[config.mk]
export PLATFORM = sky130hd
export DESIGN_NAME = json_escape_to_utf8_unescaper_top
export DESIGN_NICKNAME = d
export VERILOG_FILES = /design/src/rtl/core/jeu_pkg.sv /design/src/rtl/core/jeu_queue.sv /design/src/rtl/core/jeu_back.sv /design/src/rtl/core/json_escape_to_utf8_unescaper_top.sv
export SDC_FILE = /design/constraint.sdc
export NUM_CORES = 1
export LEC_CHECK = 0
export CAP_MARGIN = 40
export CORE_MARGIN = 2
export CORE_UTILIZATION = 35
export DETAILED_ROUTE_END_ITERATION = 8
export DONT_BUFFER_PORTS = 1
export HOLD_SLACK_MARGIN = 0.05
export RECOVER_POWER = 25
export SLEW_MARGIN = 10
export SYNTH_ARGS = -nofsm -noshare
export SYNTH_HDL_FRONTEND = slang
export SYNTH_SLANG_ARGS = --single-unit
[constraint.sdc]
create_clock -name clk_i -period 4.8 [get_ports clk_i]
set_input_delay 0.24 -clock clk_i [delete_from_list [all_inputs] [get_ports clk_i]]
set_output_delay 0.24 -clock clk_i [all_outputs]
set_load 0.005 [all_outputs]
[src/rtl/core/jeu_pkg.sv]
package jeu_pkg;

  localparam int unsigned WinDepth = 12;
  localparam int unsigned CntW     = 4;
  localparam int unsigned QDepth   = 4;
  localparam int unsigned QPtrW    = 2;

  localparam logic [7:0] ChBslash = 8'h5C;
  localparam logic [7:0] ChU      = 8'h75;

  typedef struct packed {
    logic [7:0] data;
    logic       last;
  } item_t;

  function automatic logic [3:0] hex_digit(input logic [7:0] c);
    logic [3:0] r;
    r = 4'd0;
    if (c >= 8'h30 && c <= 8'h39) r = 4'(c - 8'h30);
    else if (c >= 8'h61 && c <= 8'h66) r = 4'(c - 8'h57);
    else if (c >= 8'h41 && c <= 8'h46) r = 4'(c - 8'h37);
    return r;
  endfunction

  function automatic logic [7:0] escape_map(input logic [7:0] c);
    logic [7:0] r;
    case (c)
      8'h62:   r = 8'h08;
      8'h66:   r = 8'h0C;
      8'h6E:   r = 8'h0A;
      8'h72:   r = 8'h0D;
      8'h74:   r = 8'h09;
      default: r = c;
    endcase
    return r;
  endfunction

endpackage

[src/rtl/core/jeu_queue.sv]
module jeu_queue (
  input  logic          clk_i,
  input  logic          rst_ni,
  input  logic          wr_valid_i,
  output logic          wr_ready_o,
  input  jeu_pkg::item_t wr_item_i,
  output logic          rd_valid_o,
  input  logic          rd_ready_i,
  output jeu_pkg::item_t rd_item_o
);
  import jeu_pkg::*;

  item_t            mem_q [QDepth];
  logic [QPtrW-1:0] wp_q, rp_q;
  logic [QPtrW:0]   cnt_q;
  logic             wr, rd;

  assign wr_ready_o = (cnt_q != (QPtrW+1)'(QDepth));
  assign rd_valid_o = (cnt_q != '0);
  assign rd_item_o  = mem_q[rp_q];
  assign wr = wr_valid_i && wr_ready_o;
  assign rd = rd_valid_o && rd_ready_i;

  always_ff @(posedge clk_i) begin
    if (wr) mem_q[wp_q] <= wr_item_i;
  end

  always_ff @(posedge clk_i or negedge rst_ni) begin
    if (!rst_ni) begin
      wp_q  <= '0;
      rp_q  <= '0;
      cnt_q <= '0;
    end else begin
      if (wr) wp_q <= wp_q + 1'b1;
      if (rd) rp_q <= rp_q + 1'b1;
      cnt_q <= cnt_q + (QPtrW+1)'(wr) - (QPtrW+1)'(rd);
    end
  end

  assert property (@(posedge clk_i) disable iff (!rst_ni)
    cnt_q <= (QPtrW+1)'(QDepth)) else $error("queue overfill");
  assert property (@(posedge clk_i) disable iff (!rst_ni)
    (wr && !rd) |=> rd_valid_o) else $error("queue lost item");
  assert property (@(posedge clk_i) disable iff (!rst_ni)
    (rd && !wr && cnt_q == (QPtrW+1)'(1)) |=> !rd_valid_o) else $error("queue count");
endmodule

[src/rtl/core/jeu_back.sv]
module jeu_back (
  input  logic           clk_i,
  input  logic           rst_ni,
  input  logic           in_valid_i,
  output logic           in_ready_o,
  input  jeu_pkg::item_t in_item_i,
  output logic           out_valid_o,
  input  logic           out_ready_i,
  output jeu_pkg::item_t out_item_o
);
  import jeu_pkg::*;

  localparam logic [1:0] StFill = 2'd0;
  localparam logic [1:0] StEmit = 2'd1;
  localparam logic [1:0] StDrain = 2'd2;

  logic [1:0]      st_q, st_d;
  logic [7:0]      win_q [WinDepth];
  logic [CntW-1:0] cnt_q;
  logic            fin_q;
  logic [7:0]      ob_q [4];
  logic [2:0]      on_q, oi_q;
  logic [3:0]      drop_q;

  // decision on current window
  logic [15:0] q1, q2;
  logic        pair, act, can;
  logic [7:0]  nb [4];
  logic [2:0]  nn;
  logic [3:0]  nd;
  logic [20:0] cp;
  logic [9:0]  hi, lo;
  logic [15:0] t1, t2;

  always_comb begin
    q1 = {hex_digit(win_q[2]), hex_digit(win_q[3]), hex_digit(win_q[4]), hex_digit(win_q[5])};
    q2 = {hex_digit(win_q[8]), hex_digit(win_q[9]), hex_digit(win_q[10]), hex_digit(win_q[11])};
    pair = (cnt_q == CntW'(WinDepth)) &&
      (win_q[2] == 8'h64 || win_q[2] == 8'h44) &&
      (win_q[3] == 8'h38 || win_q[3] == 8'h39 || win_q[3] == 8'h41 || win_q[3] == 8'h61 ||
       win_q[3] == 8'h42 || win_q[3] == 8'h62) &&
      win_q[6] == ChBslash && win_q[7] == ChU &&
      (win_q[8] == 8'h64 || win_q[8] == 8'h44) &&
      ((win_q[9] >= 8'h43 && win_q[9] <= 8'h46) || (win_q[9] >= 8'h63 && win_q[9] <= 8'h66));
    t1 = q1 - 16'hD800;
    t2 = q2 - 16'hDC00;
    hi = t1[9:0];
    lo = t2[9:0];
    cp = 21'h10000 + {1'b0, hi, lo};
    act = 1'b0; can = 1'b0;
    nb[0] = win_q[0]; nb[1] = '0; nb[2] = '0; nb[3] = '0;
    nn = 3'd1; nd = 4'd1;
    if (cnt_q != '0) begin
      if (win_q[0] != ChBslash) begin
        act = 1'b1;
      end else if (cnt_q < CntW'(2)) begin
        act = fin_q;
      end else if (win_q[1] != ChU) begin
        act = 1'b1; nb[0] = escape_map(win_q[1]); nd = 4'd2;
      end else if (cnt_q < CntW'(6)) begin
        act = fin_q; nb[0] = ChU; nd = 4'd2;
      end else if (cnt_q < CntW'(WinDepth) && !fin_q) begin
        act = 1'b0;
      end else if (pair) begin
        act = 1'b1; nn = 3'd4; nd = 4'd12;
        nb[0] = 8'hF0 + 8'(cp[20:18]);
        nb[1] = 8'h80 + 8'(cp[17:12]);
        nb[2] = 8'h80 + 8'(cp[11:6]);
        nb[3] = 8'h80 + 8'(cp[5:0]);
      end else begin
        act = 1'b1; nd = 4'd6;
        if (q1 <= 16'h7F) begin
          nb[0] = q1[7:0];
        end else if (q1 <= 16'h7FF) begin
          nn = 3'd2;
          nb[0] = 8'hC0 + 8'(q1[10:6]);
          nb[1] = 8'h80 + 8'(q1[5:0]);
        end else begin
          nn = 3'd3;
          nb[0] = 8'hE0 + 8'(q1[15:12]);
          nb[1] = 8'h80 + 8'(q1[11:6]);
          nb[2] = 8'h80 + 8'(q1[5:0]);
        end
      end
    end
    can = act;
  end

  assign in_ready_o  = (st_q == StFill) && !can && !fin_q;
  assign out_valid_o = (st_q == StEmit);
  assign out_item_o.data = ob_q[oi_q[1:0]];
  assign out_item_o.last = fin_q && (oi_q == on_q - 3'd1) &&
                           (cnt_q == CntW'(drop_q) || cnt_q < CntW'(drop_q));

  always_comb begin
    st_d = st_q;
    unique case (st_q)
      StFill:  if (can) st_d = StEmit;
      StEmit:  if (out_ready_i && oi_q == on_q - 3'd1) st_d = StDrain;
      StDrain: st_d = StFill;
      default: st_d = StFill;
    endcase
  end

  always_ff @(posedge clk_i) begin
    if (st_q == StFill && can) begin
      for (int i = 0; i < 4; i++) ob_q[i] <= nb[i];
      on_q   <= nn;
      drop_q <= nd;
    end
    if (st_q == StDrain) begin
      for (int i = 0; i < WinDepth; i++)
        if (i + int'(drop_q) < WinDepth) win_q[i] <= win_q[i + int'(drop_q)];
    end else if (in_valid_i && in_ready_o && cnt_q < CntW'(WinDepth)) begin
      win_q[cnt_q] <= in_item_i.data;
    end
  end

  always_ff @(posedge clk_i or negedge rst_ni) begin
    if (!rst_ni) begin
      st_q  <= StFill;
      cnt_q <= '0;
      fin_q <= 1'b0;
      oi_q  <= '0;
    end else begin
      st_q <= st_d;
      if (st_q == StFill && can) oi_q <= '0;
      else if (st_q == StEmit && out_ready_i) oi_q <= oi_q + 3'd1;
      if (st_q == StDrain) begin
        if (cnt_q <= CntW'(drop_q)) begin
          cnt_q <= '0;
          fin_q <= 1'b0;
        end else begin
          cnt_q <= cnt_q - CntW'(drop_q);
        end
      end else if (in_valid_i && in_ready_o) begin
        if (cnt_q < CntW'(WinDepth)) cnt_q <= cnt_q + 1'b1;
        fin_q <= in_item_i.last;
      end
    end
  end

  assert property (@(posedge clk_i) disable iff (!rst_ni)
    cnt_q <= CntW'(WinDepth)) else $error("window overflow");
  assert property (@(posedge clk_i) disable iff (!rst_ni)
    (st_q == StEmit) |-> (on_q != 3'd0 && oi_q < on_q)) else $error("emit index");
  assert property (@(posedge clk_i) disable iff (!rst_ni)
    (out_valid_o && out_ready_i && out_item_o.last) |=> (st_q == StDrain))
    else $error("last not at end");
endmodule

[src/rtl/core/json_escape_to_utf8_unescaper_top.sv]
// channel | direction | handshake         | tdata              | tuser
// s_axis  | in        | s_axis_tvalid/rdy | [7:0] in_byte      | -  (tlast = in_last)
// m_axis  | out       | m_axis_tvalid/rdy | [7:0] out_byte     | -  (tlast = out_last)
// Input bytes enter a 4-entry queue at one per cycle while it has room.
// The back end handles one escape at a time: it decides in StFill, sends the
// output bytes (1 to 4) in StEmit and shifts the 12-byte window in StDrain;
// an escape waits for up to 12 bytes or the frame end. Reset (rst_ni, async)
// empties queue and window. Either side may stall without loss.
module json_escape_to_utf8_unescaper_top (
  input  logic       clk_i,
  input  logic       rst_ni,
  input  logic       s_axis_tvalid,
  output logic       s_axis_tready,
  input  logic [7:0] s_axis_tdata,  // [7:0] in_byte
  input  logic       s_axis_tlast,
  output logic       m_axis_tvalid,
  input  logic       m_axis_tready,
  output logic [7:0] m_axis_tdata,  // [7:0] out_byte
  output logic       m_axis_tlast
);
  import jeu_pkg::*;

  item_t in_item, q_item, out_item;
  logic  q_valid, q_ready;

  assign in_item.data = s_axis_tdata;
  assign in_item.last = s_axis_tlast;

  jeu_queue u_queue (
    .clk_i, .rst_ni,
    .wr_valid_i (s_axis_tvalid), .wr_ready_o (s_axis_tready), .wr_item_i (in_item),
    .rd_valid_o (q_valid), .rd_ready_i (q_ready), .rd_item_o (q_item)
  );

  jeu_back u_back (
    .clk_i, .rst_ni,
    .in_valid_i (q_valid), .in_ready_o (q_ready), .in_item_i (q_item),
    .out_valid_o (m_axis_tvalid), .out_ready_i (m_axis_tready), .out_item_o (out_item)
  );

  assign m_axis_tdata = out_item.data;
  assign m_axis_tlast = out_item.last;
endmodule

**Yosys cells after proc, flatten, opt, wreduce, memory -nomap -nowiden**

Memory sizes are Yosys's and may differ from the RTL's.
Index checks and enable logic that the tools add are counted.
Widths: inputs -> output; s select.

- Register bits: 24
- Memory bits (writable): 164
- Output and inout bits: 11
- Memories: 3

Memories:

| memory | words | bits a word | read ports | clocked after Yosys merged registers in | write ports | RTL line | RTL |
|---|---|---|---|---|---|---|---|
| u_back.win_q | 12 | 8 | 24 | 0 | 12 | jeu_back.sv:18 | `logic [7:0] win_q [WinDepth];` |
| u_queue.mem_q | 4 | 9 | 1 | 0 | 1 | jeu_queue.sv:13 | `item_t mem_q [QDepth];` |
| u_back.ob_q | 4 | 8 | 1 | 0 | 4 | jeu_back.sv:21 | `logic [7:0] ob_q [4];` |

- Add/subtract/negate cells: 62
- Magnitude comparators: 63
- Equal/unequal tests: 28
- Muxes and demuxes: 107
- Bitwise operators: 1
- Reductions and logical operators: 64

Operators with widths:

| operator | count |
|---|---|
| $lt 32x4->1 const B | 11 |
| $ge 8x7->1 const B | 16 |
| $mux 32 | 4 |
| $eq 8x7->1 const B | 15 |
| $le 8x7->1 const B | 14 |
| $mux 4 | 24 |
| $mux 24 | 3 |
| $ge 8x6->1 const B | 7 |
| $le 8x6->1 const B | 7 |
| $mux 1 | 54 |
| $mux 8 | 6 |
| $sub 4x3->4 const B | 12 |
| $add 8x6->8 const A | 5 |
| $logic_and 1x1->1 | 40 |
| $pmux 8 s5 | 1 |
| $mux 16 | 2 |
| $sub 4x1->4 const B | 6 |
| $add 17x20->21 const A | 1 |
| $add 3x4->5 const A | 4 |
| $add 4x4->5 const A | 4 |
| $sub 10x1->10 const B | 2 |
| $add 3x4->4 const A | 4 |
| $add 4x4->4 const A | 4 |
| $eq 8x6->1 const B | 2 |
| 46 further kinds | 77 |

**Longest topological paths before layout**

Gate-level depths: netlist of run 1.
An unclocked memory read counts as a cell.

- Word-level depth: 19
- Gate-level depth with buffers: 17
- Gate-level depth less buffers: 13

**By module**

Synthesis of run 1 repeated with hierarchy kept, for this count alone.

- Cell total of the unflattened synthesis: 1403
- Area total of the unflattened synthesis: 17743.3 µm²

By module, submodules not included:

| module | instances | cells an instance | area each (µm²) | sequential area each (µm²) |
|---|---|---|---|---|
| jeu_back | 1 | 1315 | 15967.8 | 5114.9 |
| jeu_queue | 1 | 88 | 1775.5 | 1256.2 |

**Least setup slack after synthesis of run 1**

No wires, ideal clock.

- Path type: flip-flop to flip-flop
- Start: mem u_back.win_q[1][4]
- End: reg u_back.drop_q[0], enable pin
- Arrival time: 3854 ps
- Slack: 469 ps
- Cell stages (with the launch flop): 7
- Buffers on the path: 1
- Cell sequence: edfxtp_1 > buf_2 > and4bb_4 > a31oi_1 > o22ai_2 > a32o_1 > nor3_1

RTL lines:

| what | RTL line | RTL |
|---|---|---|
| start, declared | jeu_back.sv:18 |  |
| end signal, assigned | jeu_back.sv:109 | `drop_q <= nd;` |
| end, declared | jeu_back.sv:23 | `logic [3:0] drop_q;` |

==> results of run 1 <==
## cell usage after synthesis (all sizes together), types with 12 or more instances
cell type  count  area, µm²
nand2        186      698.2
inv           52      195.2
clkbuf        57      214.0
nor3          22      135.1
edfxtp       198       5946
a31oi         12      75.07
a22oi         14      110.1
mux2          34      382.9
mux2i         50      500.5
dfrtp         17      425.4
ha            59      738.2
a21oi        129      656.9
o211ai        24      180.2
nor2          77      294.0
nand3         46      235.2
o21a          18      135.1
mux4         167       3765
a211oi        18      135.1
and2          15      93.84
o21bai        15      112.6
o21ai        137      685.7
buf           64      331.6
xnor2         23      201.4
## cells by family (layout without fill, tap and decap cells)
logic type | Yosys count | in the layout | share of synthesized area
other | 1 | 32 | 0.0002125
adder cells (fa/ha/maj) | 61 | 61 | 0.04409
multiplexers | 251 | 251 | 0.2634
flip-flops | 215 | 215 | 0.3610
XOR/XNOR | 30 | 30 | 0.01489
AND/OR/NAND/NOR | 430 | 430 | 0.1215
AO/OA/AOI/OAI | 432 | 432 | 0.1528
buffers and inverters | 174 | 172 | 0.04218
## flip-flops by register name, summed over array words and instances (netlist names)
signal         flops
u_back.win_q     128
u_queue.mem_q     36
u_back.ob_q       29
u_back.cnt_q       4
u_back.drop_q      3
u_back.oi_q        3
u_queue.cnt_q      3
u_back.on_q        2
u_back.st_q        2
u_queue.rp_q       2
u_queue.wp_q       2
u_back.fin_q       1
## critical path: stages, from the launching register on
cell and delay, ns:
edfxtp_1 0.55, and4bb_4 0.43, nand3_1 0.09, o22ai_2 0.25, a32o_1 0.31, nand2_1 0.52
inv_2 0.37, and3_1 0.68, or2_2 0.46
## stage by stage
step | hold slack, ns | total power [mW]
2_1_floorplan | -0.05559 | 7.441
3_3_place_gp | -0.05475 | 9.558
3_5_place_dp | -0.05477 | 9.690
4_1_cts | 0.06425 | 11.76
5_1_grt | 0.1070 | 12.45
6_report | 0.09604 | 11.90
## power breakdown
group          switching, mW  leakage [nW]  internal, mW  total, mW
Combinational           3.93          4.66          2.67       6.59
Sequential             0.467          2.03          2.82       3.28
Clock                  0.854         0.432          1.17       2.03
Total                   5.25          7.13          6.65       11.9
## repair_timing
| item | 4_1_cts | 5_1_grt |
|---|---|---|
| hold buffers | 11 | 0 |
| endpoints found under the hold margin | 58 | 0 |
| endpoints found under the setup margin | 0 | 0 |
## area by class of cell
class	instances	area (µm²)	area share
Tap cell	672	840.8	0.04270
Timing Repair Buffer	71	648.1	0.03291
Inverter	53	198.9	0.01010
Clock inverter	15	147.6	0.007498
Sequential cell	215	6371	0.3235
Clock buffer	33	718.2	0.03647
Multi-Input combinational cell	1236	10770	0.5468
## path summary, 6_finish.rpt
check / end / slack (ns)
min in group asynchronous: u_queue.wp_q[1] / 0.20
worst min register to register: u_back.oi_q[2] / 0.57
worst max register to register: u_back.win_q[4][1] / 0.79
worst min-delay path: u_queue.wp_q[0] / 0.1
worst max-delay path: u_back.win_q[4][1] / 0.79
max in group asynchronous: u_back.oi_q[0] / 4.08
## per-layer routing
metal  GRT usage  share of wire  wire length [µm]  vias up
met5           0              0                 0        -
met4      0.1060          0.052              3430        0
met3     0.08333           0.14              9260      195
met2      0.3796           0.43             28730     1084
met1      0.3263           0.37             24640     7405
li1            -              -                 -     6248
==> summary.md, run 1 <==
| Metric | Value |
|---|---|
| Pre-CTS setup slack | `0.9364 ns` |
| Core area | `49970 µm²` |
| CTS tree | `done` |
| Port Buffer Count | `0` |
| TritonCTS Buffers | `26` |
| Seq/Total Area, Yosys | `0.3610` |
| Crit path DAT | `4.24 ns` |
| Row cnt | `82` |
| Crit end category | `register` |
| Clock Tree Buf Depth | `3` |
| Mean Syn Cell Area | `11.07 µm²` |
| GR Overflow Total | `0` |
| DIE HEIGHT | `around 230 µm` |
| Worst slew pin tran | `1.223 ns` |
| Post-layout util | `0.3941` |
| Post-DP Area | `18720 µm²` |
| Seq cells post-synth | `between 200 and 250` |
| Post-Syn Instances | `1594` |
| CP Launch Type | `register` |
| Ports | `24` |
| Fillers | `4781` |
| Root Buffer | `clkbuf_16` |
| Setup violators final | `0` |
| Largest net degree at the start of global routing | `94` |
| Final ANT Viol Nets | `0` |
| Leak | `7.128 nW` |
| WP data required | `5.03 ns` |
| Proportion of layout cells with a drive suffix above 1 | `0.2126` |
| Crit-path max FO | `20` |
| Max-Cap Viols | `0` |
| Hpwl dp | `between 40000 and 50000 µm` |
| Die extent in x | `228.6 µm` |
| Setup TNS | `0 ns` |
| Layout area overhead | `11.57%` |
| First-pass GRT wire length | `97420 µm` |
| Dpl cells | `2235` |
| Initial DRC Count | `2266` |
| Fin Clk Skew | `about 0.021 ns` |
| Hold Vio Cnt, Final | `0` |
| Post-CTS sizing | `0` |
| Min Tclk post-route | `~4 ns` |
| R2R cell count | `8` |
| Final non-filler cell total | `roughly 2300` |
| Reg clk slew, reported paths | `around 0.07 ns` |
| Vias in the first global route | `roughly 14000` |
| Clk_lat worst skew | `0.58 ns` |
| Worst setup path category | `reg2reg` |
| Vias post-DR | `14930` |
| Period utilization | `0.8347` |
| Vias per inst | `6.506` |
| Worst setup margin | `0.7933 ns` |
| Synth warn | `0` |
| Layout Nets | `1677` |
| Normalized max-slew margin | `0.1846` |
| Unrepaired setup endpoints after global routing | `false` |
| Worst min-delay path startpoint | `s_axis_tvalid` |
| Hold WC Path Type | `in2reg` |
| Most frequent cells in the layout | `edfxtp_1 (198), nand2_1 (186), mux4_2 (166)` |
| Total global routing track utilization | `0.2500` |
| Number of clock sinks | `215` |
| Hold path depth | `2` |
| Post-synth EDFFs | `198` |
| Power density cells | `slightly above 600 nW/µm²` |
| Diode count | `0` |
| DR WL/cell | `28.78 µm` |
| Fmax | `249.6 MHz` |
| Drt drc | `0` |
| Most common cell after layout, fill and taps aside | `edfxtp_1` |
| Worst VDD drop | `0.2675 mV` |
| Final Instance Area | `19690 µm²` |
| Die ar. | `between 50000 and 60000 µm²` |
| Initial Util | `0.3532` |
| Setup bufs post-CTS | `0` |
| CP startpoint | `u_back.win_q[1][3]` |
| Top FF cell, synth | `edfxtp_1` |
| Reg2reg start | `u_back.win_q[1][3]` |
| Drt total wl | `between 60000 and 70000 µm` |
| H-Tree Depth | `1` |
| Gpl congestion | `slightly below 1` |
| Initial antenna violation count | `1` |
| Drt first pass iters | `6` |
| Post-synthesis cell area | `~18000 µm²` |
| Status | `complete, no violations` |
| Count of cell types in the netlist | `98` |
| Final Max Slew Viols | `0` |
| Ys async rst share | `0.07907` |
No activity file was read; power rests on OpenSTA's default activity.
==> inputs of run 2 (changes only) <==
==> constraint.sdc (replaced) <==
create_clock -name clk_i -period 3.4 [get_ports clk_i]
set_input_delay 0.17 -clock clk_i [delete_from_list [all_inputs] [get_ports clk_i]]
set_output_delay 0.17 -clock clk_i [all_outputs]
set_load 0.005 [all_outputs]
==> run 2 against run 1 <==
Effect of this change: worst hold slack better by 0.030 ns; via count is 2.5% higher; largest cell class unchanged; non-clock buffer count is 87 higher; utilization up 1.4 points; cell count grew 4.0%; wire length is 4.2% higher; worst setup slack got worse by 0.69 ns; clock skew shrank 0.0069 ns; clock power increased by 52%.
==> summary.md, run 2 (synthesis gave the netlist of run 1 again) <==
| Metric | Value |
|---|---|
| Status | `complete, no violations` |
| Clock power share | `0.179 (+0.009)` |
| CTS tree | `done` |
| Reg clk slew, reported paths | `0.06 ns (about the same)` |
| Total global routing track utilization | `0.2606 (+0.01062)` |
| First-pass GRT wire length | `100900 µm (+3.6%)` |
| Flop pwr share | `0.265 (-0.011)` |
| Initial Util | `0.3532 (unchanged)` |
| Row cnt | `82 (unchanged)` |
| Vias per inst | `6.410 (-1.5%)` |
| Period utilization | `0.9705 (+0.1357)` |
| Vias in the first global route | `14700 (+2.6%)` |
| Number of clock sinks | `215 (unchanged)` |
| DR WL/cell | `28.84 µm (+0.21%)` |
| Leak | `7.526 nW (+5.6%)` |
| Reg with most FFs | `u_back.win_q` |
| Core area | `49970 µm² (unchanged)` |
| Post-DP Area | `19290 µm² (+3.1%)` |
| Worst VDD drop | `0.4235 mV (+58%)` |
| Vias post-DR | `15300 (+2.5%)` |
| Crit end category | `register` |
| Top flop regs | `u_back.win_q (128), u_queue.mem_q (36), u_back.ob_q (29)` |
| Drt first pass iters | `6 (unchanged)` |
| Combinational power share | `0.556 (+0.002)` |
| Gpl congestion | `1.007 (+1.2%)` |
| Crit path DAT | `3.57 ns (-0.67 ns)` |
| Drt total wl | `68850 µm (+4.2%)` |
| Normalized max-slew margin | `0.2984 (+0.1138)` |
| Setup bufs post-CTS | `0 (unchanged)` |
| Clock Tree Buf Depth | `3 (unchanged)` |
| Final Instance Area | `20380 µm² (+3.5%)` |
| Most frequent cells in the layout | `edfxtp_1 (198), nand2_1 (186), mux4_2 (166)` |
| Ports | `24 (unchanged)` |
| Unrepaired setup endpoints after global routing | `true` |
| Post-layout util | `0.4079 (+0.01382)` |
| Crit-path max FO | `15 (-25%)` |
| Layout area overhead | `15.48%` |
| Worst slew pin tran | `1.052 ns (-0.1706 ns)` |
| TritonCTS Buffers | `29 (+12%)` |
| Setup violators final | `0 (unchanged)` |
| Final ANT Viol Nets | `0 (unchanged)` |
| Hold Vio Cnt, Final | `0 (unchanged)` |
| Fmax | `303.1 MHz (+21%)` |
| Fin Clk Skew | `0.01430 ns (-0.006939 ns)` |
| Proportion of layout cells with a drive suffix above 1 | `0.2520 (+0.03947)` |
| Number of flip-flops in the largest register | `128 (unchanged)` |
| Power density cells | `846.0 nW/µm² (+40%)` |
| Clk_lat worst skew | `0.59 ns (about the same)` |
| Sw power | `7.464 mW (+42%)` |
| Worst setup margin | `0.1004 ns (-0.6929 ns)` |
| Root Buffer | `clkbuf_16` |
| Hpwl dp | `51070 µm (+4.4%)` |
| Max-Cap Viols | `0 (unchanged)` |
| DIE HEIGHT | `228.6 µm (unchanged)` |
| Port Buffer Count | `0 (unchanged)` |
| Largest net degree at the start of global routing | `65 (-31%)` |
| Met2 Use GR | `0.3922 (+0.01263)` |
| GR Overflow Total | `0 (unchanged)` |
| Layout Nets | `1767 (+5.4%)` |
| H-Tree Depth | `1 (unchanged)` |
| GR Util met1 | `0.3377 (+0.01144)` |
| Die extent in x | `228.6 µm (unchanged)` |
| Most common cell after layout, fill and taps aside | `edfxtp_1` |
| GRT busiest layer | `met2` |
| GRT met3 Usage | `0.07897 (-0.004366)` |
| Final Max Slew Viols | `0 (unchanged)` |
| Initial DRC Count | `2188 (-3.4%)` |
| Drt drc | `0 (unchanged)` |
| Hold WC Path Type | `in2reg` |
| Initial antenna violation count | `1 (unchanged)` |
| Worst setup path category | `reg2reg` |
| CP cell instances | `buf_4 > ha_1 > xnor2_2 > buf_4 > o21ai_0 > o21bai_1 > a21oi_1 > o21ai_0` |
| Min Tclk post-route | `3.300 ns (-0.7071 ns)` |
| Crit path largest cell delay | `0.73 ns (+0.05 ns)` |
| WP data required | `3.68 ns (-1.35 ns)` |
| CP Launch Type | `register` |
| Die ar. | `52240 µm² (unchanged)` |
| Switching share of power | `0.4328 (-0.008054)` |
| Critical-path top delay cell | `xnor2_2` |
| Pre-CTS setup slack | `0.2167 ns (-0.7197 ns)` |
| P_int | `9.780 mW (+47%)` |
| Fillers | `4791 (+0.21%)` |
[run 2: changes by cell type in the layout (fill, tap and decap cells not counted), sizes merged]
cell         previous run  this run
buf                    57       143
clkbuf                 36        33
clkinv                 11        13
clkinvlp                1         3
dlygate4sd3            11        13
bufinv                  2         3
diode                   0         1
inv                    54        55
[run 2: final cells by class]
cell class / count / area, µm² / share of cell area
diodes: 1 / 2.502 / 0.0001228
clock buffers: 31 / 743.2 / 0.03646
clock inverters: 21 / 202.7 / 0.009945
inverters: 53 / 198.9 / 0.009761
multi-input cells: 1236 / 10730 / 0.5262
flip-flops and latches: 215 / 6371 / 0.3126
well taps: 672 / 840.8 / 0.04125
repair buffers: 158 / 1297 / 0.06366
[run 2: what timing repair did]
item / in CTS / in global routing
pin swaps: 0 / 0
setup endpoints to repair: 1 / 14
endpoints found under the hold margin: 61 / 17
resized for setup: 1 / 2
hold buffers: 12 / 1
[run 2: power by group through the flow]
stage	logic, mW	registers, mW	clock network (mW)
after floorplan	6.24	4.28	0
after global placement	9.14	4.58	0
after detailed placement	9.29	4.61	0
after CTS	9.34	4.56	3.13
after global routing	10.2	4.65	3.22
final	9.59	4.58	3.08
[run 2: per-layer routing]
metal  routed length, µm  share of wire  vias up
met1               25910           0.38     7516
met4                4457          0.065        0
met2               29820           0.43     1110
met5                   0              0        -
li1                    -              -     6437
met3                8659           0.13      237
[run 2: path summary, 6_finish.rpt]
path,startpoint,endpoint,slack [ns],cells after the start
setup / recovery,u_back.drop_q[1],u_back.win_q[1][6],0.10,8
hold / removal,s_axis_tvalid,u_queue.mem_q[3][1],0.13,1
setup reg to reg,u_back.drop_q[1],u_back.win_q[1][6],0.10,8
hold reg to reg,u_queue.cnt_q[1],u_queue.cnt_q[2],0.57,1
max in group asynchronous,rst_ni,u_back.oi_q[0],1.92,3
min in group asynchronous,rst_ni,u_queue.rp_q[1],0.84,3
[run 2: stage by stage]
| step | hold WS, ns | instances | power [mW] | setup TNS [ns] |
|---|---|---|---|---|
| 2_1_floorplan | -0.1256 | 1625 | 10.53 | 0 |
| 3_3_place_gp | -0.1240 | 2317 | 13.72 | 0 |
| 3_5_place_dp | -0.1239 | 2320 | 13.90 | 0 |
| 4_1_cts | 0.1091 | 2384 | 17.04 | 0 |
| 5_1_grt | 0.1468 | 2386 | 18.03 | -0.02569 |
| 6_report | 0.1264 | 2387 | 17.24 | 0 |
[run 2: worst max-delay path: cells and delay by family, from the launching register on]
kind | cells | cell delay, ns
compound gates | 4 | 1.00
xor+xnor | 1 | 0.73
fa+ha+maj | 1 | 0.24
buf+inv | 2 | 0.60
flops | 1 | 0.42
